--- src/hdl/polr_pkg.sv ---
package polr_pkg;

	// Default coordinate width and the colour register layout.
	localparam int COORD_BITS_DEF = 5;
	localparam int COLOR_W = 4;
	localparam logic [COLOR_W-1:0] PEN_COLOR_RESET = 4'hF;

	// Pixels delivered for one vertex at most, and the width of their counter.
	localparam int MAX_RESULTS = 64;
	localparam int CNT_W = $clog2(MAX_RESULTS);

	// Sequencer states of the outline walker.
	typedef enum logic [2:0] {
		ST_IDLE,
		ST_SETUP,
		ST_MUL,
		ST_DIVS,
		ST_DIVW,
		ST_EMIT
	} state_t;

endpackage

--- src/hdl/polygon_outline_rasterizer_unit.sv ---
// A vertex that opens a polygon yields no pixel. Each pixel of a sloped edge takes
// one bit-serial divider pass; a vertical edge emits its pixels directly. Each edge
// passes through a setup state, and through a bit-serial multiply when it runs
// toward smaller x. The block takes one vertex at a time: a new vertex is accepted
// only while idle. Reset clears the polygon state and sets the pen colour to 15.
module polygon_outline_rasterizer_unit import polr_pkg::*; #(
	parameter int COORD_BITS = COORD_BITS_DEF
) (
	input  logic                  clk,
	input  logic                  arst_n,
	input  logic                  cfg_valid,
	output logic                  cfg_ready,
	input  logic [COLOR_W-1:0]    cfg_data,
	input  logic                  in_valid,
	output logic                  in_ready,
	input  logic [COORD_BITS-1:0] vertex_x,
	input  logic [COORD_BITS-1:0] vertex_y,
	input  logic                  last_vertex,
	output logic                  out_valid,
	input  logic                  out_ready,
	output logic [COORD_BITS-1:0] pixel_x,
	output logic [COORD_BITS-1:0] pixel_y,
	output logic [COLOR_W-1:0]    pixel_color,
	output logic                  run_end
);

	localparam int PW = 2 * COORD_BITS;

	state_t state_q, state_d;

	logic [COLOR_W-1:0] pen_color_q;
	logic open_q;
	logic [COORD_BITS-1:0] first_x_q, first_y_q, prev_x_q, prev_y_q;
	logic [COORD_BITS-1:0] xs_q, ys_q, xe_q, ye_q;
	logic second_q;
	logic [COORD_BITS-1:0] it_q;
	logic [PW-1:0] prod_q;
	logic [CNT_W-1:0] count_q;

	logic out_valid_q;
	logic [COORD_BITS-1:0] pixel_x_q, pixel_y_q;
	logic [COLOR_W-1:0] pixel_color_q;
	logic run_end_q;

	logic in_accept, out_free;
	logic x_desc, y_desc, vert, zero;
	logic [COORD_BITS-1:0] adx, ady, lo, hi;
	logic edge_last, cap, step_end;
	logic [COORD_BITS-1:0] y_nv, px, py;
	logic mul_start, mul_busy, div_start, div_busy, div_rem_nz, emit;
	logic [PW-1:0] mul_prod;
	logic [COORD_BITS-1:0] div_quot;

	assign cfg_ready = 1'b1;
	assign in_ready  = (state_q == ST_IDLE);
	assign in_accept = in_valid && in_ready;
	assign out_free  = !out_valid_q || out_ready;

	// Edge geometry from the current endpoints.
	assign x_desc = (xs_q > xe_q);
	assign y_desc = (ys_q > ye_q);
	assign vert   = (xs_q == xe_q);
	assign zero   = vert && (ys_q == ye_q);
	assign adx    = x_desc ? (xs_q - xe_q) : (xe_q - xs_q);
	assign ady    = y_desc ? (ys_q - ye_q) : (ye_q - ys_q);
	assign lo     = vert ? (y_desc ? ye_q : ys_q) : (x_desc ? xe_q : xs_q);
	assign hi     = vert ? (y_desc ? ys_q : ye_q) : (x_desc ? xs_q : xe_q);

	// The final pixel of an edge, of the whole vertex, and the pixel cap.
	assign edge_last = zero || (it_q == hi - 1'b1);
	assign cap       = (count_q == CNT_W'(MAX_RESULTS - 1));
	assign step_end  = cap || (edge_last && !second_q);

	// Along x the offset and dx share a sign, so the floor only needs
	// correcting when the edge falls in y.
	assign y_nv = y_desc ? (ys_q - div_quot - COORD_BITS'(div_rem_nz)) : (ys_q + div_quot);
	assign px   = vert ? xs_q : it_q;
	assign py   = zero ? ys_q : (vert ? it_q : y_nv);

	polr_mul #(
		.COORD_BITS(COORD_BITS)
	) u_mul (
		.clk    (clk),
		.arst_n (arst_n),
		.start  (mul_start),
		.mcand  (ady),
		.mplier (adx),
		.busy   (mul_busy),
		.prod   (mul_prod)
	);

	polr_div #(
		.COORD_BITS(COORD_BITS)
	) u_div (
		.clk      (clk),
		.arst_n   (arst_n),
		.start    (div_start),
		.dividend (prod_q),
		.divisor  (adx),
		.busy     (div_busy),
		.quot     (div_quot),
		.rem_nz   (div_rem_nz)
	);

	// Sequencer state register.
	always_ff @(posedge clk or negedge arst_n) begin
		if (!arst_n) begin
			state_q <= ST_IDLE;
		end else begin
			state_q <= state_d;
		end
	end

	// Next state and unit strobes.
	always_comb begin
		state_d   = state_q;
		mul_start = 1'b0;
		div_start = 1'b0;
		emit      = 1'b0;
		case (state_q)
			ST_IDLE: begin
				if (in_accept && (open_q || last_vertex)) begin
					state_d = ST_SETUP;
				end
			end
			ST_SETUP: begin
				if (vert) begin
					state_d = ST_EMIT;
				end else if (x_desc) begin
					mul_start = 1'b1;
					state_d   = ST_MUL;
				end else begin
					state_d = ST_DIVS;
				end
			end
			ST_MUL: begin
				if (!mul_busy) begin
					state_d = ST_DIVS;
				end
			end
			ST_DIVS: begin
				div_start = 1'b1;
				state_d   = ST_DIVW;
			end
			ST_DIVW, ST_EMIT: begin
				if (out_free && !(state_q == ST_DIVW && div_busy)) begin
					emit = 1'b1;
					if (step_end) begin
						state_d = ST_IDLE;
					end else if (edge_last) begin
						state_d = ST_SETUP;
					end else if (vert) begin
						state_d = ST_EMIT;
					end else begin
						state_d = ST_DIVS;
					end
				end
			end
			default: begin
				state_d = ST_IDLE;
			end
		endcase
	end

	// Control registers: colour, polygon status and vertices, closing-edge flag, pixel count.
	always_ff @(posedge clk or negedge arst_n) begin
		if (!arst_n) begin
			pen_color_q <= PEN_COLOR_RESET;
			open_q      <= 1'b0;
			first_x_q   <= '0;
			first_y_q   <= '0;
			prev_x_q    <= '0;
			prev_y_q    <= '0;
			second_q    <= 1'b0;
			count_q     <= '0;
		end else begin
			if (cfg_valid && cfg_ready) begin
				pen_color_q <= cfg_data;
			end
			if (in_accept) begin
				count_q <= '0;
				if (!open_q) begin
					second_q <= 1'b0;
					if (!last_vertex) begin
						first_x_q <= vertex_x;
						first_y_q <= vertex_y;
						prev_x_q  <= vertex_x;
						prev_y_q  <= vertex_y;
						open_q    <= 1'b1;
					end
				end else begin
					prev_x_q <= vertex_x;
					prev_y_q <= vertex_y;
					second_q <= last_vertex;
					open_q   <= !last_vertex;
				end
			end else if (emit) begin
				count_q <= count_q + 1'b1;
				if (!step_end && edge_last) begin
					second_q <= 1'b0;
				end
			end
		end
	end

	// Edge endpoints, walk position and running product |x - xs| * |dy|.
	always_ff @(posedge clk) begin
		if (in_accept) begin
			if (!open_q) begin
				xs_q <= vertex_x;
				ys_q <= vertex_y;
			end else begin
				xs_q <= prev_x_q;
				ys_q <= prev_y_q;
			end
			xe_q <= vertex_x;
			ye_q <= vertex_y;
		end else if (state_q == ST_SETUP) begin
			it_q   <= lo;
			prod_q <= '0;
		end else if (state_q == ST_MUL && !mul_busy) begin
			prod_q <= mul_prod;
		end else if (emit && !step_end) begin
			if (edge_last) begin
				// Closing edge runs from the current vertex back to the first.
				xs_q <= prev_x_q;
				ys_q <= prev_y_q;
				xe_q <= first_x_q;
				ye_q <= first_y_q;
			end else begin
				it_q   <= it_q + 1'b1;
				prod_q <= x_desc ? (prod_q - PW'(ady)) : (prod_q + PW'(ady));
			end
		end
	end

	// Output register: holds one pixel until its transaction completes.
	always_ff @(posedge clk or negedge arst_n) begin
		if (!arst_n) begin
			out_valid_q <= 1'b0;
		end else if (emit) begin
			out_valid_q <= 1'b1;
		end else if (out_ready) begin
			out_valid_q <= 1'b0;
		end
	end

	always_ff @(posedge clk) begin
		if (emit) begin
			pixel_x_q     <= px;
			pixel_y_q     <= py;
			pixel_color_q <= pen_color_q;
			run_end_q     <= step_end;
		end
	end

	assign out_valid   = out_valid_q;
	assign pixel_x     = pixel_x_q;
	assign pixel_y     = pixel_y_q;
	assign pixel_color = pixel_color_q;
	assign run_end     = run_end_q;

endmodule

--- src/hdl/polr_mul.sv ---
module polr_mul import polr_pkg::*; #(
	parameter int COORD_BITS = COORD_BITS_DEF
) (
	input  logic                    clk,
	input  logic                    arst_n,
	input  logic                    start,
	input  logic [COORD_BITS-1:0]   mcand,
	input  logic [COORD_BITS-1:0]   mplier,
	output logic                    busy,
	output logic [2*COORD_BITS-1:0] prod
);

	localparam int PW = 2 * COORD_BITS;
	localparam int CW = $clog2(COORD_BITS + 1);

	logic [CW-1:0] cnt_q;
	logic [PW-1:0] prod_q;
	logic [PW-1:0] mcand_q;
	logic [COORD_BITS-1:0] mplier_q;

	// Step counter: one multiplier bit is consumed per cycle.
	always_ff @(posedge clk or negedge arst_n) begin
		if (!arst_n) begin
			cnt_q <= '0;
		end else if (start) begin
			cnt_q <= CW'(COORD_BITS);
		end else if (cnt_q != '0) begin
			cnt_q <= cnt_q - 1'b1;
		end
	end

	// Shift-and-add datapath: the multiplier shifts out low bit first.
	always_ff @(posedge clk) begin
		if (start) begin
			prod_q   <= '0;
			mcand_q  <= PW'(mcand);
			mplier_q <= mplier;
		end else if (cnt_q != '0) begin
			if (mplier_q[0]) begin
				prod_q <= prod_q + mcand_q;
			end
			mcand_q  <= {mcand_q[PW-2:0], 1'b0};
			mplier_q <= {1'b0, mplier_q[COORD_BITS-1:1]};
		end
	end

	assign busy = (cnt_q != '0);
	assign prod = prod_q;

endmodule

--- src/hdl/polr_div.sv ---
module polr_div import polr_pkg::*; #(
	parameter int COORD_BITS = COORD_BITS_DEF
) (
	input  logic                    clk,
	input  logic                    arst_n,
	input  logic                    start,
	input  logic [2*COORD_BITS-1:0] dividend,
	input  logic [COORD_BITS-1:0]   divisor,
	output logic                    busy,
	output logic [COORD_BITS-1:0]   quot,
	output logic                    rem_nz
);

	localparam int CW = $clog2(COORD_BITS + 1);

	logic [CW-1:0] cnt_q;
	logic [COORD_BITS-1:0] rem_q;
	logic [COORD_BITS-1:0] sh_q;
	logic [COORD_BITS-1:0] divisor_q;
	logic [COORD_BITS:0] trial;
	logic [COORD_BITS:0] diff;
	logic ge;

	// The quotient is known to fit in COORD_BITS, so the upper half of the
	// dividend starts as the partial remainder and one bit is resolved a cycle.
	assign trial = {rem_q, sh_q[COORD_BITS-1]};
	assign diff  = trial - {1'b0, divisor_q};
	assign ge    = (trial >= {1'b0, divisor_q});

	always_ff @(posedge clk or negedge arst_n) begin
		if (!arst_n) begin
			cnt_q <= '0;
		end else if (start) begin
			cnt_q <= CW'(COORD_BITS);
		end else if (cnt_q != '0) begin
			cnt_q <= cnt_q - 1'b1;
		end
	end

	// Restoring division; low dividend bits shift out as quotient bits shift in.
	always_ff @(posedge clk) begin
		if (start) begin
			rem_q     <= dividend[2*COORD_BITS-1:COORD_BITS];
			sh_q      <= dividend[COORD_BITS-1:0];
			divisor_q <= divisor;
		end else if (cnt_q != '0) begin
			rem_q <= ge ? diff[COORD_BITS-1:0] : trial[COORD_BITS-1:0];
			sh_q  <= {sh_q[COORD_BITS-2:0], ge};
		end
	end

	assign busy   = (cnt_q != '0);
	assign quot   = sh_q;
	assign rem_nz = (rem_q != '0);

endmodule

--- config.mk ---
export PLATFORM = sky130hd
export DESIGN_NAME = polygon_outline_rasterizer_unit
export DESIGN_NICKNAME = d
export VERILOG_FILES = /design/src/hdl/polr_pkg.sv /design/src/hdl/polygon_outline_rasterizer_unit.sv /design/src/hdl/polr_mul.sv /design/src/hdl/polr_div.sv
export SDC_FILE = /design/constraint.sdc
export NUM_CORES = 1
export LEC_CHECK = 0
export BUFFER_PORTS_ARGS = -buffer_cell sky130_fd_sc_hd__buf_4
export CELL_PAD_IN_SITES_DETAIL_PLACEMENT = 0
export CELL_PAD_IN_SITES_GLOBAL_PLACEMENT = 1
export CORE_ASPECT_RATIO = 0.75
export CORE_MARGIN = 4
export CORE_UTILIZATION = 40
export CTS_BUF_LIST = sky130_fd_sc_hd__clkbuf_4 sky130_fd_sc_hd__clkbuf_8 sky130_fd_sc_hd__clkbuf_16
export DETAILED_ROUTE_END_ITERATION = 10
export PLACE_DENSITY = 0.63
export SETUP_SLACK_MARGIN = 0.02
export SLEW_MARGIN = 20
export SYNTH_ARGS = -nofsm -noshare
export SYNTH_HDL_FRONTEND = slang
export SYNTH_HIERARCHICAL = 1
export SYNTH_SLANG_ARGS = --single-unit
--- constraint.sdc ---
create_clock -name clk -period 6.41 [get_ports clk]
set_clock_uncertainty 0.05 [all_clocks]
set_input_delay 0.9615 -clock clk [delete_from_list [all_inputs] [get_ports clk]]
set_output_delay 0.9615 -clock clk [all_outputs]
set_load 0.005 [all_outputs]
==> metrics, run 1 <==
outcome completed; DRT iter0 DRCs approximately 470; Worst Setup End Kind register; Final Cell Area a little under 0.01 mm²; Max FO, Critical Path 12; initial core utilization 0.414; CP max stage delay a little over 0.6 ns; drt drc 0; final wirelength approximately 22000 µm; # diodes 0; CTS Buffer Depth 2; Synth top area share 0.265; Root Buffer Master clkbuf_16; number of global-route vias before repair about 6300; I/O pins 38; Synth Register Bits around 130; worst-skew pair later-pin latency around 0.42 ns; H-tree lvl count 4; Setup TNS 0 ns; die height between 100 and 150 µm; fmax between 150 and 200 MHz; total congestion overflow 0; most used cell, CP ha_1; Crit path arrival time ~5.4 ns; Hold Buf Count CTS 0; Total GRT Usage 0.187; Final Max Slew Viols 0; placed instance area about 0.009 mm²; top-count cell post-synth nand2_1; Setup Buffers After CTS 0; synth warn 6; Slowest cell on crit path a211oi_4; Tmin final approximately 5.3 ns; distinct cell type count after synthesis 80; Startpoint Class register; R2R setup slack approximately 1.1 ns; crit path kind reg2reg; first-pass GRT wire length approximately 35000 µm; Num CTS Buffers 17; worst path cell trace inv_1 -> ha_1 -> nor2b_1 -> o211ai_1 -> a211oi_4 -> mux2i_1 -> ha_1 -> nor3b_1 -> ha_1 -> nor2_1 -> a21oi_1 -> ha_1 -> nand2_1 -> o21ai_0 -> o21ai_0 -> nand2b_1 -> a21oi_1 -> o21ai_0 -> xnor2_1 -> a21oi_1; die width about 180 µm; # placed instances approximately 1100; first drt pass iteration count 5; Slew @ Worst Pin 1.06 ns; layout cells sized above 1 0.168; post-DR vias/cell 5.46; leading area contributor after synthesis edfxtp_1; Post-synth ARST share 0.318; Worst Hold Class reg2reg; VDD IR-drop max 0.000211 V; synthesized area 0.00851 mm²; min setup slack post-route 1.10 ns; Reg2Reg Launch Point ys_q[1]; LEAKAGE around 4.0 nW; RSZ-0062 raised after global routing no; R2R cell count 20; Hold Path Cell Cnt 2; PortBufs 36; Final Util 0.469; Core Box Area between 0.02 and 0.025 mm²; row cnt 45; Layout area overhead 13.4%; max_cap viols 0; WHS 0.425 ns; Antenna Nets Post-Route 0; Final GP Congestion between 0.8 and 0.9; post_cts resized 0; Final Power approximately 6.3 mW; total number of vias 6376; WL/cell roughly 19 µm; required time of the critical path between 6 and 7 ns; predominant post-synthesis flop cell edfxtp_1; worst slack, placed 1.18 ns; Critical R2R Capture prod_q[9]; top post-synthesis cells by area edfxtp_1 (26%), dfrtp_1 (11%), ha_1 (8.5%), mux2_2 (5.7%), nand2_1 (4.6%); clock slew at reported path FFs ~0.060 ns; Final Cycle Share 0.828; Pwr Density roughly 650 mW/mm²; Mapped Cells roughly 840; final count of hold timing violations 0; TritonCTS clock tree built; most frequent cells after synthesis nand2_1 (105), edfxtp_1 (75), ha_1 (58), a21oi_1 (57), inv_1 (57); syn_nets roughly 930; post-route insts no fill about 1200; slew margin rel. 0.291; initial antenna violation count 0; largest net degree at the start of global routing 43; Mapped Avg Cell Area about 10 µm²; final net count approximately 960; number of enable flip-flop cells after synthesis between 70 and 80; Seq/Total Area, Yosys 0.424; Hold Crit Start u_mul/prod[3]; Die ar. between 0.02 and 0.025 mm²; Detail Placement HPWL ~16000 µm; Hold Path End u_mul/prod[3]; # clock sinks approximately 130; count of final setup violators 0
[metal layers]
metal | share of wire | vias up | track usage
met3 | 0.040 | 8 | 0.0344
met1 | 0.52 | 3128 | 0.286
met2 | 0.43 | 142 | 0.275
met5 | 0 | - | 0
li1 | - | 3098 | -
met4 | 0.0055 | 0 | 0.0447
[final cells by class]
type / instances / area [µm²]
Tap cell: 282 / 353
Inverter: 59 / 221
Fill cell: 1926 / 10900
Clock inverter: 9 / 62.6
Clock buffer: 23 / 541
Multi-Input combinational cell: 618 / 4520
Sequential cell: 132 / 3610
Timing Repair Buffer: 45 / 338
[cells by family after synthesis]
| family | after synthesis | share of synthesized area |
|---|---|---|
| AO/OA/AOI/OAI | 202 | 0.159 |
| XOR/XNOR | 40 | 0.0429 |
| adder cells (fa/ha/maj) | 68 | 0.109 |
| buffers and inverters | 94 | 0.0469 |
| flip-flops | 132 | 0.424 |
| multiplexers | 62 | 0.0798 |
| other | 1 | 0.000441 |
| AND/OR/NAND/NOR | 245 | 0.138 |
[sequential cells by signal, indices dropped and copies added (netlist names), 6 cells and up]
signal,cells
count_q,6
prod_q,10
u_mul/mcand_q,10
u_mul/prod,10
[cell usage in the layout, fill, tap and decap left out, types with 5 or more instances in the layout]
| master | count |
|---|---|
| nor3_1 | 13 |
| buf_4 | 44 |
| fa_1 | 10 |
| inv_1 | 57 |
| o211ai_1 | 17 |
| xnor2_1 | 24 |
| ha_1 | 58 |
| edfxtp_1 | 75 |
| nand3_1 | 14 |
| nand2_1 | 105 |
| nor2_1 | 45 |
| and2_1 | 7 |
| dfxtp_1 | 15 |
| o31ai_1 | 6 |
| o21ai_0 | 39 |
| a21oi_1 | 57 |
| and3_1 | 5 |
| clkbuf_16 | 21 |
| a21o_1 | 14 |
| nand2b_1 | 6 |
| xor2_1 | 14 |
| nor2b_1 | 12 |
| mux2_2 | 43 |
| dfrtp_1 | 38 |
| a31oi_1 | 11 |
| mux2i_1 | 15 |
| o21bai_1 | 5 |
| a211oi_1 | 11 |
| o21a_1 | 6 |
| nand4_1 | 7 |
[how the worst max path moves through the flow]
stage / slack, ns / start / cells after the start / end
floorplan: 1.81 / ys_q[1] / 21 / prod_q[9]
global placement: 1.35 / ys_q[1] / 20 / prod_q[9]
detailed placement: 1.18 / ys_q[1] / 20 / prod_q[9]
CTS: 1.14 / ys_q[1] / 20 / prod_q[9]
global route: 0.57 / ys_q[1] / 20 / prod_q[9]
finish: 1.10 / ys_q[1] / 20 / prod_q[9]
[where the power goes]
group	total, mW	leakage, nW	internal (mW)	switching, mW
combinational	3.56	2.39	1.54	2.02
clock	0.983	0.306	0.598	0.385
sequential	1.76	1.36	1.45	0.308
total	6.30	4.05	3.58	2.72
[critical path, delay by kind of cell (launching register included)]
kind / cells / cell delay [ns]
mux: 1 / 0.45
flops: 1 / 0.57
fa+ha+maj: 4 / 1.23
compound gates: 8 / 1.53
xor+xnor: 1 / 0.18
buf+inv: 1 / 0.21
simple gates: 5 / 0.77
Note: power is estimated with default switching activity, not from simulation.
==> run 2: changes to the inputs <==
--- a/config.mk
+++ b/config.mk
@@ -5,6 +5,7 @@
 export SDC_FILE = /design/constraint.sdc
 export NUM_CORES = 1
 export LEC_CHECK = 0
+export ABC_AREA = 1
 export BUFFER_PORTS_ARGS = -buffer_cell sky130_fd_sc_hd__buf_4
 export CELL_PAD_IN_SITES_DETAIL_PLACEMENT = 0
 export CELL_PAD_IN_SITES_GLOBAL_PLACEMENT = 1
@@ -13,7 +14,7 @@
 export CORE_UTILIZATION = 40
 export CTS_BUF_LIST = sky130_fd_sc_hd__clkbuf_4 sky130_fd_sc_hd__clkbuf_8 sky130_fd_sc_hd__clkbuf_16
 export DETAILED_ROUTE_END_ITERATION = 10
-export PLACE_DENSITY = 0.63
+export PLACE_DENSITY = 0.66
 export SETUP_SLACK_MARGIN = 0.02
 export SLEW_MARGIN = 20
 export SYNTH_ARGS = -nofsm -noshare
==> constraint.sdc (replaced) <==
create_clock -name clk -period 5.3 [get_ports clk]
set_clock_uncertainty 0.05 [all_clocks]
set_input_delay 0.795 -clock clk [delete_from_list [all_inputs] [get_ports clk]]
set_output_delay 0.795 -clock clk [all_outputs]
set_load 0.005 [all_outputs]
==> metrics, run 2 <==
Slew @ Worst Pin 0.925 ns; worst-skew pair later-pin latency 0.42 ns; synth warn 6; most frequent cells in the layout nand2_1 (257), inv_1 (147), nor2_1 (77), edfxtp_1 (75), o21ai_0 (70); synthesized area around 0.0085 mm²; initial core utilization 0.414; total number of vias roughly 6700; Setup Buffers After CTS 0; DRT iter0 DRCs 567; Detail Placement HPWL roughly 17000 µm; WL/cell approximately 16 µm; Total GRT Usage 0.191; row cnt 45; syn_nets approximately 1100; CP top delay family simple AND/OR/NAND/NOR gates; most used cell, CP nand2_1; initial antenna violation count 0; required time of the critical path ~5.4 ns; Mapped Avg Cell Area roughly 8.4 µm²; final wirelength around 22000 µm; Post-synth ARST share 0.318; distinct cell type count after synthesis 54; number of enable flip-flop cells after synthesis 75; post-DR vias/cell slightly below 5; CTS Buffer Depth 2; top-count cell post-synth nand2_1; predominant post-synthesis flop cell edfxtp_1; layout cells sized above 1 0.122; number of global-route vias before repair 6284; most frequent cells after synthesis nand2_1 (257), inv_1 (147), nor2_1 (77), edfxtp_1 (75), o21ai_0 (70); Worst Hold Class in2async; Tmin final approximately 4.8 ns; die height 135 µm; total congestion overflow 0; # clock sinks between 100 and 150; final count of hold timing violations 0; Final Max Slew Viols 0; leading area contributor after synthesis edfxtp_1; CP max stage delay 0.46 ns; max_cap viols 0; first drt pass iteration count 5; slew margin rel. 0.381; Slowest cell on crit path ha_1; die width 177 µm; Num CTS Buffers 17; TritonCTS clock tree built; Setup TNS 0 ns; # diodes 0; Die ar. roughly 0.024 mm²; I/O pins 38; R2R cell count 30; first-pass GRT wire length between 30000 and 40000 µm; R2R setup slack about 0.54 ns; Final Cycle Share 0.899; Final GP Congestion about 0.88; final net count roughly 1200; Seq/Total Area, Yosys 0.423; Startpoint Class register; drt drc 0; Layout area overhead 13.2%; post_cts resized 0; crit path kind reg2reg; Final Cell Area a little under 0.01 mm²; Reg2Reg Launch Point ys_q[2]; fmax between 200 and 250 MHz; Root Buffer Master clkbuf_16; Buf+Inv Stages, Crit Path 6; outcome completed; Antenna Nets Post-Route 0; Core Box Area 0.0206 mm²; RSZ-0062 raised after global routing no; Crit path arrival time 4.90 ns; placed instance area a little over 0.009 mm²; Hold Buf Count CTS 0; Synth top area share 0.264; top post-synthesis cells by area edfxtp_1 (26%), nand2_1 (11%), dfrtp_1 (11%), ha_1 (8.5%), inv_1 (6.5%); Max FO, Critical Path 20; clock slew at reported path FFs around 0.070 ns; count of final setup violators 0; Worst Setup End Kind register; commonest non-fill, non-tap cell in the layout nand2_1; Mapped Cells approximately 1000; PortBufs 36; H-tree lvl count 4; largest net degree at the start of global routing between 40 and 50; Critical R2R Capture prod_q[9]; Synth Register Bits around 130
## run 2: cell families (layout without fill, tap and decap cells)
group                      Yosys count  count (layout)  share of synthesized area
buffers and inverters              175             231                     0.0846
muxes                               14              14                     0.0182
AOI/OAI and AO/OA                  159             159                      0.108
DFF                                132             132                      0.423
other                                1               1                   0.000439
adders and majority gates           68              68                      0.108
and+or+nand+nor                    439             439                      0.224
xor gates and xnor gates            31              31                     0.0327
## run 2: worst register-to-register path, delay by kind of cell, from the launching register on
kind | cells | cell delay (ns)
flip-flops | 1 | 0.43
AO/OA/AOI/OAI | 5 | 0.63
adder cells (fa/ha/maj) | 4 | 1.25
buffers and inverters | 6 | 0.47
AND/OR/NAND/NOR | 15 | 1.73
## run 2: how the worst max path moves through the flow
| stage | endpoint | depth (start not counted) | startpoint | slack, ns |
|---|---|---|---|---|
| floorplan | prod_q[9] | 30 | ys_q[1] | 1.11 |
| global placement | prod_q[9] | 30 | ys_q[2] | 0.72 |
| detailed placement | prod_q[9] | 30 | ys_q[2] | 0.59 |
| CTS | prod_q[9] | 30 | ys_q[2] | 0.57 |
| global route | prod_q[9] | 30 | ys_q[2] | 0.06 |
| finish | prod_q[9] | 30 | ys_q[2] | 0.54 |
## run 2: per-stage QoR
step	cells	hold slack (ns)	setup slack [ns]	util
4_1_cts	1357	0.322	0.566	0.469
5_1_grt	1357	0.340	0.0566	0.469
3_5_place_dp	1325	0.425	0.593	0.442
6_report	1357	0.312	0.537	0.469
2_1_floorplan	1019	0.398	1.11	-
3_3_place_gp	1325	0.417	0.716	0.442
## run 2: layer usage
layer	track usage	wire [µm]	up-vias
li1	-	-	3439
met1	0.317	12000	3073
met2	0.254	8540	186
met3	0.0358	1270	15
met4	0.0387	170	0
met5	0	0	-
## run 2: layout make-up
cell class	count	area (µm²)
multi-input combinational	712	4210
clock buffer	17	425
tap	282	353
timing repair buffer	47	353
fill	2045	10900
sequential	132	3610
clock inverter	15	135
inverter	152	576
Power of run 2 is left out: the tool's default activity adds up to more than one toggle a clock period on the data nets, which glitch-free logic cannot reach.
==> run 3: changes to the inputs <==
--- a/config.mk
+++ b/config.mk
@@ -10,14 +10,12 @@
 export CELL_PAD_IN_SITES_DETAIL_PLACEMENT = 0
 export CELL_PAD_IN_SITES_GLOBAL_PLACEMENT = 1
 export CORE_ASPECT_RATIO = 0.75
-export CORE_MARGIN = 4
 export CORE_UTILIZATION = 40
 export CTS_BUF_LIST = sky130_fd_sc_hd__clkbuf_4 sky130_fd_sc_hd__clkbuf_8 sky130_fd_sc_hd__clkbuf_16
 export DETAILED_ROUTE_END_ITERATION = 10
-export PLACE_DENSITY = 0.66
+export PLACE_DENSITY = 0.65
 export SETUP_SLACK_MARGIN = 0.02
 export SLEW_MARGIN = 20
 export SYNTH_ARGS = -nofsm -noshare
 export SYNTH_HDL_FRONTEND = slang
-export SYNTH_HIERARCHICAL = 1
 export SYNTH_SLANG_ARGS = --single-unit
==> metrics, run 3 <==
Layout area overhead 13.8%; Worst Setup End Kind register; WL/cell between 15 and 20 µm; Final GP Congestion slightly below 0.9; H-tree lvl count 4; row cnt 45; final wirelength between 20000 and 25000 µm; most frequent cells after synthesis nand2_1 (212), inv_1 (135), o21ai_0 (106), edfxtp_1 (75), a21oi_1 (64); Total GRT Usage 0.215; Worst Hold Class in2async; Synth top area share 0.270; Crit path arrival time 4.79 ns; number of enable flip-flop cells after synthesis 75; multi-input combinational cell area a little over 0.004 mm²; Num CTS Buffers 17; CTS Buffer Depth 2; I/O pins 38; die height 127 µm; slew margin rel. 0.351; PortBufs 36; synth warn 0; total congestion overflow 0; Hold Buf Count CTS 0; DRT iter0 DRCs between 500 and 600; Post-synth ARST share 0.318; Setup TNS 0 ns; Final Cycle Share 0.876; Synth Register Bits 132; commonest non-fill, non-tap cell in the layout nand2_1; register area between 0.003 and 0.004 mm²; Core Box Area roughly 0.02 mm²; Die ar. 0.0214 mm²; layout cells sized above 1 0.129; initial antenna violation count 0; TritonCTS clock tree built; most frequent cells in the layout nand2_1 (212), inv_1 (134), o21ai_0 (105), edfxtp_1 (75), a21oi_1 (64); largest net degree at the start of global routing 43; Max FO, Critical Path 21; initial core utilization 0.410; drt drc 0; final net count about 1100; Root Buffer Master clkbuf_16; post-DR vias/cell between 4 and 5; Fill cells around 2000; Startpoint Class register; clock slew at reported path FFs around 0.070 ns; synthesized area around 0.0083 mm²; Mapped Avg Cell Area approximately 8.6 µm²; Final Max Slew Viols 0; predominant post-synthesis flop cell edfxtp_1; Seq/Total Area, Yosys 0.433; total number of vias 6500; first drt pass iteration count 5; Slowest cell on crit path edfxtp_1; crit path kind reg2reg; Mapped Cells between 900 and 1000; leading area contributor after synthesis edfxtp_1; number of global-route vias before repair between 5000 and 6000; count of final setup violators 0; die width around 170 µm; Tmin final 4.64 ns; # clock sinks 132; outcome completed; top-count cell post-synth nand2_1; top post-synthesis cells by area edfxtp_1 (27%), dfrtp_1 (11%), nand2_1 (9.6%), ha_1 (8.7%), o21ai_0 (6.4%); RSZ-0062 raised after global routing no; CP top delay family simple AND/OR/NAND/NOR gates; first-pass GRT wire length about 34000 µm; fmax roughly 220 MHz; distinct cell type count after synthesis 55; required time of the critical path about 5.5 ns; final count of hold timing violations 0; CP max stage delay around 0.45 ns; syn_nets about 1100; Buf+Inv Stages, Crit Path 6; max_cap viols 0; Antenna Nets Post-Route 0; # diodes 0; worst-skew pair later-pin latency around 0.43 ns; Detail Placement HPWL around 17000 µm; Slew @ Worst Pin between 0.9 and 1 ns
[run 3: layout make-up]
cell class,count,area share
Multi-Input combinational cell,672,0.429
Sequential cell,132,0.381
Inverter,139,0.0555
Clock buffer,17,0.0449
Timing Repair Buffer,48,0.0380
Tap cell,282,0.0372
Clock inverter,15,0.0147
[run 3: kinds of logic after synthesis]
group | synth area share
XOR/XNOR | 0.0407
adder cells (fa/ha/maj) | 0.111
AO/OA/AOI/OAI | 0.138
AND/OR/NAND/NOR | 0.186
other | 0.000450
buffers and inverters | 0.0798
flip-flops | 0.433
multiplexers | 0.0105
[run 3: what timing repair did]
action | CTS | global route
resized for setup | 0 | 1
setup endpoints to repair | 0 | 1
setup buffers | 0 | 1
[run 3: final timing paths]
check	slack, ns	depth (start not counted)	end	from
min in group clk	0.43	2	u_mul.mcand_q[9]	u_mul.mcand_q[9]
max in group asynchronous	4.44	1	prev_y_q[2]	arst_n
setup reg to reg	0.66	28	prod_q[9]	ys_q[2]
hold / removal	0.31	1	u_div.cnt_q[0]	arst_n
setup / recovery	0.66	28	prod_q[9]	ys_q[2]
hold reg to reg	0.43	2	u_mul.mcand_q[9]	u_mul.mcand_q[9]
[run 3: stage by stage]
step | setup WS, ns | instances | util | area [µm²] | hold slack (ns)
final | 0.657 | 1305 | 0.466 | 9470 | 0.311
after global routing | 0.177 | 1305 | 0.466 | 9470 | 0.362
after CTS | 0.529 | 1304 | 0.466 | 9460 | 0.341
after detailed placement | 0.539 | 1272 | 0.438 | 8900 | 0.424
after global placement | 0.627 | 1272 | 0.438 | 8900 | 0.417
after floorplan | 1.17 | 971 | - | 8330 | 0.384
[run 3: routing by layer]
layer  GRT usage  share of wire
met2       0.276           0.38
met1       0.356           0.55
met5           0              0
met3      0.0449          0.064
met4      0.0444         0.0090
Power of run 3 is left out for the same reason.
